`src/rtl/core/lcdw_pkg.sv`:
```
// ----------------------------------------------------------------------------
// lcdw_pkg: shared types and constants for the character LCD write sequencer
// Request and response payloads, phase and status codes, register indexes,
// register reset values and the init byte sequence.
// ----------------------------------------------------------------------------
package lcdw_pkg;

   // Configuration register map
   localparam int unsigned NUM_CFG      = 6;
   localparam int unsigned CFG_WIDTH    = 16;
   localparam int unsigned CSR_IDX_BITS = 3;

   localparam logic [CSR_IDX_BITS-1:0] CFG_POWERUP_WAIT   = 3'd0;
   localparam logic [CSR_IDX_BITS-1:0] CFG_E_HIGH_TIME    = 3'd1;
   localparam logic [CSR_IDX_BITS-1:0] CFG_E_LOW_TIME     = 3'd2;
   localparam logic [CSR_IDX_BITS-1:0] CFG_FIRST_INIT     = 3'd3;
   localparam logic [CSR_IDX_BITS-1:0] CFG_SECOND_INIT    = 3'd4;
   localparam logic [CSR_IDX_BITS-1:0] CFG_COMMAND_SETTLE = 3'd5;

   localparam logic [CFG_WIDTH-1:0] CFG_RESET [NUM_CFG] =
      '{16'd15000, 16'd50, 16'd50, 16'd5000, 16'd100, 16'd1000};

   // Init sequence: three function-set wake-ups, then four commands
   localparam logic [2:0] INIT_DONE = 3'd7;

   localparam logic [7:0] CMD_WAKE_8BIT    = 8'b0011_0000;
   localparam logic [7:0] CMD_FUNC_8BIT_2L = 8'b0011_1000;
   localparam logic [7:0] CMD_DISPLAY_ON   = 8'b0000_1100;
   localparam logic [7:0] CMD_CLEAR        = 8'b0000_0001;
   localparam logic [7:0] CMD_ENTRY_MODE   = 8'b0000_0110;
   localparam logic [7:0] CMD_SET_DDRAM    = 8'b1000_0000;
   localparam logic [7:0] ROW_OFFSET       = 8'h40;

   typedef enum logic [2:0] {
      PH_POWERUP = 3'd0,
      PH_EHIGH   = 3'd1,
      PH_ELOW    = 3'd2,
      PH_SETTLE  = 3'd3,
      PH_IDLE    = 3'd4
   } phase_type;

   typedef enum logic [1:0] {
      REQ_TICK   = 2'd0,
      REQ_CHAR   = 2'd1,
      REQ_CMD    = 2'd2,
      REQ_CURSOR = 2'd3
   } req_code_type;

   typedef enum logic [1:0] {
      ST_TICK     = 2'd0,
      ST_ACCEPTED = 2'd1,
      ST_REJECTED = 2'd2
   } status_type;

   typedef struct packed {
      req_code_type req_type;
      logic [7:0]   data_byte;
      logic [5:0]   column;
      logic         row;
   } req_payload_type;

   typedef struct packed {
      logic         lcd_enable;
      logic         lcd_register_select;
      logic [7:0]   lcd_bus;
      logic         busy_res;
      status_type   request_status;
   } rsp_payload_type;

   // Byte written at each init step
   function automatic logic [7:0] init_byte(input logic [2:0] step);
      logic [7:0] b;
      unique case (step) inside
         3'd0, 3'd1, 3'd2: b = CMD_WAKE_8BIT;
         3'd3:             b = CMD_FUNC_8BIT_2L;
         3'd4:             b = CMD_DISPLAY_ON;
         3'd5:             b = CMD_CLEAR;
         3'd6:             b = CMD_ENTRY_MODE;
         default:          b = 8'h00;
      endcase
      return b;
   endfunction

endpackage

```
`src/rtl/core/char_lcd_8bit_write_sequencer.sv`:
```
// ----------------------------------------------------------------------------
// char_lcd_8bit_write_sequencer: 8-bit character LCD write sequencer
// Runs power-up and init of the display, then character, command and cursor
// writes, one tick request per cycle while the response is not stalled,
// reporting pin levels per tick.
//   port group | dir | handshake            | carries
//   req_*      | in  | req_valid/req_stall  | req_payload_type (tick/write)
//   rsp_*      | out | rsp_valid/rsp_stall  | rsp_payload_type (pins, status)
//   csr_*      | in  | csr_valid/csr_ready  | register index and 16-bit value
//
// One request per cycle sustained while rsp_stall is low; each response passes
// through the request register, then the response register; the tick step is one
// pass of compare and increment logic on the phase counter.
// Reset is synchronous and restarts the power-up wait; it is counted in ticks.
// A stalled response holds in its register while one more request is taken;
// req_stall rises only when both registers are full and rsp_stall is high.
// ----------------------------------------------------------------------------
module char_lcd_8bit_write_sequencer
   import lcdw_pkg::*;
#(
   parameter int unsigned COUNTER_WIDTH = 16
) (
   input  logic                     clock,
   input  logic                     reset,
   input  logic                     req_valid,
   output logic                     req_stall,
   input  req_payload_type          req_data,
   output logic                     rsp_valid,
   input  logic                     rsp_stall,
   output rsp_payload_type          rsp_data,
   input  logic                     csr_valid,
   output logic                     csr_ready,
   input  logic [CSR_IDX_BITS-1:0]  csr_index,
   input  logic [CFG_WIDTH-1:0]     csr_data
);

   logic                                in_valid_ff, in_valid_in;
   req_payload_type                     in_data_ff;
   logic                                out_valid_ff, out_valid_in;
   rsp_payload_type                     out_data_ff;
   rsp_payload_type                     step_rsp;
   logic [NUM_CFG-1:0][COUNTER_WIDTH-1:0] limit;
   logic                                out_adv;
   logic                                move;
   logic                                req_take;

   assign csr_ready = 1'b1;

   lcdw_csr #(.CW(COUNTER_WIDTH)) u_csr (
      .clock    (clock),
      .reset    (reset),
      .wr_en    (csr_valid && csr_ready),
      .wr_index (csr_index),
      .wr_data  (csr_data),
      .limit    (limit)
   );

   lcdw_seq #(.CW(COUNTER_WIDTH)) u_seq (
      .clock   (clock),
      .reset   (reset),
      .step_en (move),
      .req     (in_data_ff),
      .limit   (limit),
      .rsp     (step_rsp)
   );

   // Pipeline control: response register frees, request register drains
   assign out_adv   = !out_valid_ff || !rsp_stall;
   assign move      = in_valid_ff && out_adv;
   assign req_stall = in_valid_ff && !out_adv;
   assign req_take  = req_valid && !req_stall;

   always_comb begin
      in_valid_in = in_valid_ff;
      if (req_take) begin
         in_valid_in = 1'b1;
      end else if (move) begin
         in_valid_in = 1'b0;
      end
      out_valid_in = out_adv ? move : out_valid_ff;
   end

   // Hold the request until the sequencer takes it
   always_ff @(posedge clock) begin
      if (reset) begin
         in_valid_ff  <= 1'b0;
         out_valid_ff <= 1'b0;
      end else begin
         in_valid_ff  <= in_valid_in;
         out_valid_ff <= out_valid_in;
      end
   end

   always_ff @(posedge clock) begin
      if (req_take) begin
         in_data_ff <= req_data;
      end
      if (move) begin
         out_data_ff <= step_rsp;
      end
   end

   assign rsp_valid = out_valid_ff;
   assign rsp_data  = out_data_ff;

   // Stall only with a request held
   assert property (@(posedge clock) disable iff (reset)
      !in_valid_ff |-> !req_stall)
      else $error("top: stall without a held request");

   // A stepped request shows up as a response next cycle
   assert property (@(posedge clock) disable iff (reset)
      move |=> rsp_valid)
      else $error("top: stepped request lost");

   // A response is replaced only when taken or empty
   assert property (@(posedge clock) disable iff (reset)
      (out_valid_ff && rsp_stall) |-> !move)
      else $error("top: stalled response overwritten");

endmodule

```
`src/rtl/core/lcdw_csr.sv`:
```
// ----------------------------------------------------------------------------
// lcdw_csr: timing register file
// Holds the six timing registers and presents each one clamped to the
// largest value the tick counter can reach.
// ----------------------------------------------------------------------------
module lcdw_csr
   import lcdw_pkg::*;
#(
   parameter int unsigned CW = 16
) (
   input  logic                           clock,
   input  logic                           reset,
   input  logic                           wr_en,
   input  logic [CSR_IDX_BITS-1:0]        wr_index,
   input  logic [CFG_WIDTH-1:0]           wr_data,
   output logic [NUM_CFG-1:0][CW-1:0]     limit
);

   localparam int unsigned CMPW = (CW > CFG_WIDTH) ? CW : CFG_WIDTH;
   localparam logic [CMPW-1:0] CMAX_W = CMPW'((64'd1 << CW) - 64'd1);

   logic [CFG_WIDTH-1:0] cfg_ff [NUM_CFG];

   // Write a register; drop writes beyond the map
   always_ff @(posedge clock) begin
      if (reset) begin
         cfg_ff <= CFG_RESET;
      end else if (wr_en && (wr_index < CSR_IDX_BITS'(NUM_CFG))) begin
         cfg_ff[wr_index] <= wr_data;
      end
   end

   // Clamp each register to the counter range
   always_comb begin
      logic [CMPW-1:0] wide;
      for (int i = 0; i < NUM_CFG; i++) begin
         wide = CMPW'(cfg_ff[i]);
         if (wide > CMAX_W) begin
            wide = CMAX_W;
         end
         limit[i] = wide[CW-1:0];
      end
   end

endmodule

```
`src/rtl/core/lcdw_seq.sv`:
```
// ----------------------------------------------------------------------------
// lcdw_seq: write sequencer state and one-tick next-state logic
// Steps the power-up, init and write phases by one tick per request, takes
// user writes when idle and forms the pin levels of the response.
// ----------------------------------------------------------------------------
module lcdw_seq
   import lcdw_pkg::*;
#(
   parameter int unsigned CW = 16
) (
   input  logic                        clock,
   input  logic                        reset,
   input  logic                        step_en,
   input  req_payload_type             req,
   input  logic [NUM_CFG-1:0][CW-1:0]  limit,
   output rsp_payload_type             rsp
);

   typedef struct packed {
      phase_type   phase;
      logic [2:0]  step;
      logic [CW-1:0] cnt;
      logic [7:0]  pend;
      logic        rs;
      logic        en;
      logic [7:0]  bus;
   } core_type;

   core_type cur_ff;
   core_type cur_in;

   function automatic core_type start_write(input core_type s, input logic [7:0] b,
                                            input logic rs);
      core_type r;
      r       = s;
      r.pend  = b;
      r.rs    = rs;
      r.phase = PH_EHIGH;
      r.cnt   = '0;
      return r;
   endfunction

   function automatic core_type count_up(input core_type s);
      core_type r;
      r = s;
      if (r.cnt != '1) begin
         r.cnt = r.cnt + CW'(1);
      end
      return r;
   endfunction

   // Leave a finished wait: start the next init write or go idle
   function automatic core_type resolve(input core_type s,
                                        input logic [NUM_CFG-1:0][CW-1:0] lim);
      core_type      r;
      logic [CW-1:0] settle;
      logic [2:0]    nstep;
      r = s;
      if (r.phase == PH_POWERUP && r.cnt >= lim[CFG_POWERUP_WAIT]) begin
         r = start_write(r, init_byte(r.step), 1'b0);
      end
      if (r.step == 3'd0) begin
         settle = lim[CFG_FIRST_INIT];
      end else if (r.step == 3'd1) begin
         settle = lim[CFG_SECOND_INIT];
      end else begin
         settle = lim[CFG_COMMAND_SETTLE];
      end
      if (r.phase == PH_SETTLE && r.cnt >= settle) begin
         nstep  = r.step + 3'd1;
         r.step = nstep;
         if (nstep != INIT_DONE) begin
            r = start_write(r, init_byte(nstep), 1'b0);
         end else begin
            r.phase = PH_IDLE;
         end
      end
      return r;
   endfunction

   status_type status;
   logic [7:0] cursor_byte;

   assign cursor_byte = ({1'b0, req.row, 6'b0} + {2'b0, req.column}) | CMD_SET_DDRAM;

   // One tick: resolve, take the request, run the phase, resolve again
   always_comb begin
      core_type s;
      s      = resolve(cur_ff, limit);
      status = ST_TICK;
      if (req.req_type != REQ_TICK) begin
         if (s.phase == PH_IDLE) begin
            status = ST_ACCEPTED;
            case (req.req_type)
               REQ_CHAR: s = start_write(s, req.data_byte, 1'b1);
               REQ_CMD:  s = start_write(s, req.data_byte, 1'b0);
               default:  s = start_write(s, cursor_byte, 1'b0);
            endcase
         end else begin
            status = ST_REJECTED;
         end
      end
      unique case (s.phase)
         PH_EHIGH: begin
            s.en = 1'b1;
            s    = count_up(s);
            if (s.cnt >= limit[CFG_E_HIGH_TIME]) begin
               s.bus   = s.pend;
               s.phase = PH_ELOW;
               s.cnt   = '0;
            end
         end
         PH_ELOW: begin
            s.en = 1'b0;
            s    = count_up(s);
            if (s.cnt >= limit[CFG_E_LOW_TIME]) begin
               s.cnt   = '0;
               s.phase = (s.step == INIT_DONE) ? PH_IDLE : PH_SETTLE;
            end
         end
         PH_POWERUP, PH_SETTLE: begin
            s.en = 1'b0;
            s    = count_up(s);
         end
         default: begin
         end
      endcase
      cur_in = resolve(s, limit);
   end

   // Advance the state once per request
   always_ff @(posedge clock) begin
      if (reset) begin
         cur_ff.phase <= PH_POWERUP;
         cur_ff.step  <= '0;
         cur_ff.cnt   <= '0;
         cur_ff.pend  <= '0;
         cur_ff.rs    <= 1'b0;
         cur_ff.en    <= 1'b0;
         cur_ff.bus   <= '0;
      end else if (step_en) begin
         cur_ff <= cur_in;
      end
   end

   assign rsp.lcd_enable          = cur_in.en;
   assign rsp.lcd_register_select = cur_in.rs;
   assign rsp.lcd_bus             = cur_in.bus;
   assign rsp.busy_res            = (cur_in.phase != PH_IDLE);
   assign rsp.request_status      = status;

   // Not busy means the stored phase is idle
   assert property (@(posedge clock) disable iff (reset)
      (step_en && !rsp.busy_res) |=> (cur_ff.phase == PH_IDLE))
      else $error("lcdw_seq: busy low but phase not idle");

   // An accepted write drives enable high in the same tick
   assert property (@(posedge clock) disable iff (reset)
      (step_en && status == ST_ACCEPTED) |-> rsp.lcd_enable)
      else $error("lcdw_seq: accepted write without enable high");

   // The init step never goes back
   assert property (@(posedge clock) disable iff (reset)
      (step_en && !reset) |=> (cur_ff.step >= $past(cur_ff.step)))
      else $error("lcdw_seq: init step decreased");

endmodule
```
`config.mk`:
```
export PLATFORM = sky130hd
export DESIGN_NAME = char_lcd_8bit_write_sequencer
export DESIGN_NICKNAME = d
export VERILOG_FILES = /design/src/rtl/core/lcdw_pkg.sv /design/src/rtl/core/char_lcd_8bit_write_sequencer.sv /design/src/rtl/core/lcdw_csr.sv /design/src/rtl/core/lcdw_seq.sv
export SDC_FILE = /design/constraint.sdc
export NUM_CORES = 1
export LEC_CHECK = 0
export BUFFER_PORTS_ARGS = -buffer_cell sky130_fd_sc_hd__buf_2
export CAP_MARGIN = 30
export CORE_MARGIN = 2
export CORE_UTILIZATION = 63
export CTS_CLUSTER_SIZE = 12
export DETAILED_ROUTE_END_ITERATION = 6
export PLACE_DENSITY = 0.82
export SLEW_MARGIN = 20
export SYNTH_ARGS = -nofsm -noshare
export SYNTH_HDL_FRONTEND = slang
export SYNTH_HIERARCHICAL = 1
export SYNTH_SLANG_ARGS = --single-unit
```
`constraint.sdc`:
```
create_clock -name clock -period 13.6 [get_ports clock]
set_input_delay 4.08 -clock clock [delete_from_list [all_inputs] [get_ports clock]]
set_output_delay 4.08 -clock clock [all_outputs]
set_load 0.02 [all_outputs]
```
==> out/metrics.cfg <==
[sta]
max_freq_ghz=0.0770
finalWorstSetupSlack_ns=0.618
setup_tns_ns=0
setup_viol=0
fin_skew_ns=0.0155
fin_crit_ns=12.98
slew_headroom_pct=34.1
worst_slew_pin_slew_ns=0.985
period_share_pct=95.5
final_hold_viol_count=0
finalMaxSlewViolations=0

[drt]
postRouteAntennaNets=0
drt_iter0_drc=1295
drtPass1Iterations=6
dr_total_vias=10115
wl_per_cell_um=21.0
route.detailed.drc=0
viasPerCell=6.38
wl_mm=33.3

[global_routing]
grt_pass1_vias=9401
grt_pass1_wl_mm=51.6
grt_max_degree=108
grt_use_total_pct=34.0
grt_overflow=0
antenna_found_initial=1

[power]
power.leakage_nw=5.76
ir_drop_mv=0.107
power_density_mw_per_mm2=91.9

[yosys]
ys.warnings.count=6
synth_area_mm2=0.0115
synth_cell_types=85
synth-seq-cells=168
syn_nets=1483
ys_seq_area_share_pct=32.0
synth_area_per_cell_um2=8.64
synth_top_area_share_pct=24.1
synth_edf_count=30
yosysTopAreaCell=dfxtp_1
synthCells=1325
synthArstFlopShare_pct=0
netlist_top_cells_area=dfxtp_1 (24%), ha_1 (13%), mux2i_1 (10%)
synthFlopType=dfxtp_1

[critical_path]
crit_arrival_ns=13.36
cp-start-kind=flop
max_stage_delay_ns=0.53
crit_family=compound AO/OA/AOI/OAI gates
crit_fanout=20
cpMaxStageDelayCell=or4_4
worst-path-buf-inv=6
worst-setup-path-type=flop to flop
endpoint_kind=flop
worstPathRequired_ns=13.98

[floorplan]
die_x_um=139
rows=49
coreArea_mm2=0.0179
initial_core_util_pct=64.0
pin_count=57
die_area_mm2=0.0193
die_height_um=139

[outcome]
status=finished clean

[cells_and_area]
drive_above_1_share_pct=11.7
area_growth_pct=9.37
final_common_cell=nor2_1
final_cells=1586
diodes=0
nets=1502
final_cell_mix=nor2_1 (140), dfxtp_1 (138), mux2i_1 (117), ha_1 (117), nand2b_1 (96)
final.fill_count=1435

[run]
cap_viol_max_count=0

[clock_network]
cts_hold_buffers=0
clk_pin_slew_ns=0.07
cts-root-buf=clkbuf_16
cts_made_buffers=17
clkSinkCount=168
clk_latency_ns=0.45
clock_path_buffers=2
cts_tree=done
htreeDepth=4

[place]
place.gp.congestion=1.01
dp_worst_setup_slack_ns=0.0227
portBuffers=55
dp_cells=1552
dp_hpwl_mm=24.7

[min_path]
hold_class=flop to flop

## cell usage after synthesis (all sizes together) (5+ instances only)
cell type,instances
mux2i,117
clkbuf,47
o21a,6
a211oi,9
o31ai,6
nand2b,97
dfxtp,138
and3,6
nand3,18
a22oi,20
nand4,14
mux2,5
nor2,140
buf,42
ha,117
a31oi,13
nor3,28
a21o,24
o21ai,56
a2111oi,6
a21oi,92
xnor2,8
inv,81
nand2,80
and2,13
nor2b,12
edfxtp,30
nor4,5
a22o,11
## through the flow
stage	area, um^2	utilization [%]	power (W)	hold WS (ns)
after floorplan	11500	-	0.000625	0.437
after global routing	12500	70.0	0.00118	0.491
after CTS	12400	69.5	0.00115	0.469
after detailed placement	11800	66.1	0.000665	0.458
after global placement	11800	66.0	0.000663	0.450
final	12500	70.0	0.00115	0.474
## cell families (layout without fill, tap and decap cells)
group | after synthesis | in the layout | share of synthesized area (%)
multiplexers | 122 | 122 | 10.7
buffers and inverters | 170 | 202 | 6.58
flip-flops | 168 | 168 | 32.0
XOR/XNOR | 12 | 12 | 0.918
AND/OR/NAND/NOR | 446 | 446 | 20.2
adder cells (fa/ha/maj) | 117 | 117 | 12.8
AO/OA/AOI/OAI | 289 | 289 | 16.8
other | 1 | 1 | 0.0327
## registers in the layout (all words and copies together), names as in the netlist
signal,count
in_data_ff,17
in_valid_ff,1
rsp_data,13
rsp_valid,1
u_csr/cfg_ff,96
u_seq/cur_ff,40
## path summary, 6_finish.rpt
check	from	endpoint	slack (ns)	depth (start not counted)
min reg2reg	u_csr/cfg_ff[95]	u_csr/cfg_ff[95]	0.47	2
min	u_csr/cfg_ff[95]	u_csr/cfg_ff[95]	0.47	2
max	u_seq/cur_ff[18]	u_seq/cur_ff[28]	0.62	58
max reg2reg	u_seq/cur_ff[18]	u_seq/cur_ff[28]	0.62	58
## report_power, final
group	internal, W	total [W]	switching [W]
clock network	0.000258	0.000490	0.000233
logic	0.0000482	0.000131	0.0000833
registers	0.000520	0.000529	0.00000917
total	0.000825	0.00115	0.000325
## layout make-up
class	instances	area, um^2	area share (%)
multi-input combinational	987	7120	56.9
sequential	168	3660	29.2
timing repair buffer	89	552	4.41
clock buffer	19	464	3.71
inverter	81	307	2.45
tap	229	287	2.29
clock inverter	13	129	1.03
## layer usage
layer | GRT usage, % | routed length [um]
met2 | 49.5 | 14300
met5 | 0 | 29
met3 | 7.39 | 3460
met1 | 49.4 | 14200
met4 | 12.6 | 1230
## worst reg2reg max path, delay by kind of cell (launching register included)
kind                       cells  cell delay, ns
AOI/OAI and AO/OA             26            5.34
and+or+nand+nor               20            4.17
adders and majority gates      6            1.75
buffers and inverters          6            1.17
DFF                            1            0.47
## timing repair
| action | in CTS | in global routing |
|---|---|---|
| setup buffers | 0 | 1 |
| gates resized for setup | 1 | 16 |
| pin swaps | 0 | 1 |
| setup endpoints to repair | 8 | 33 |
(Power assumes the default switching activity.)
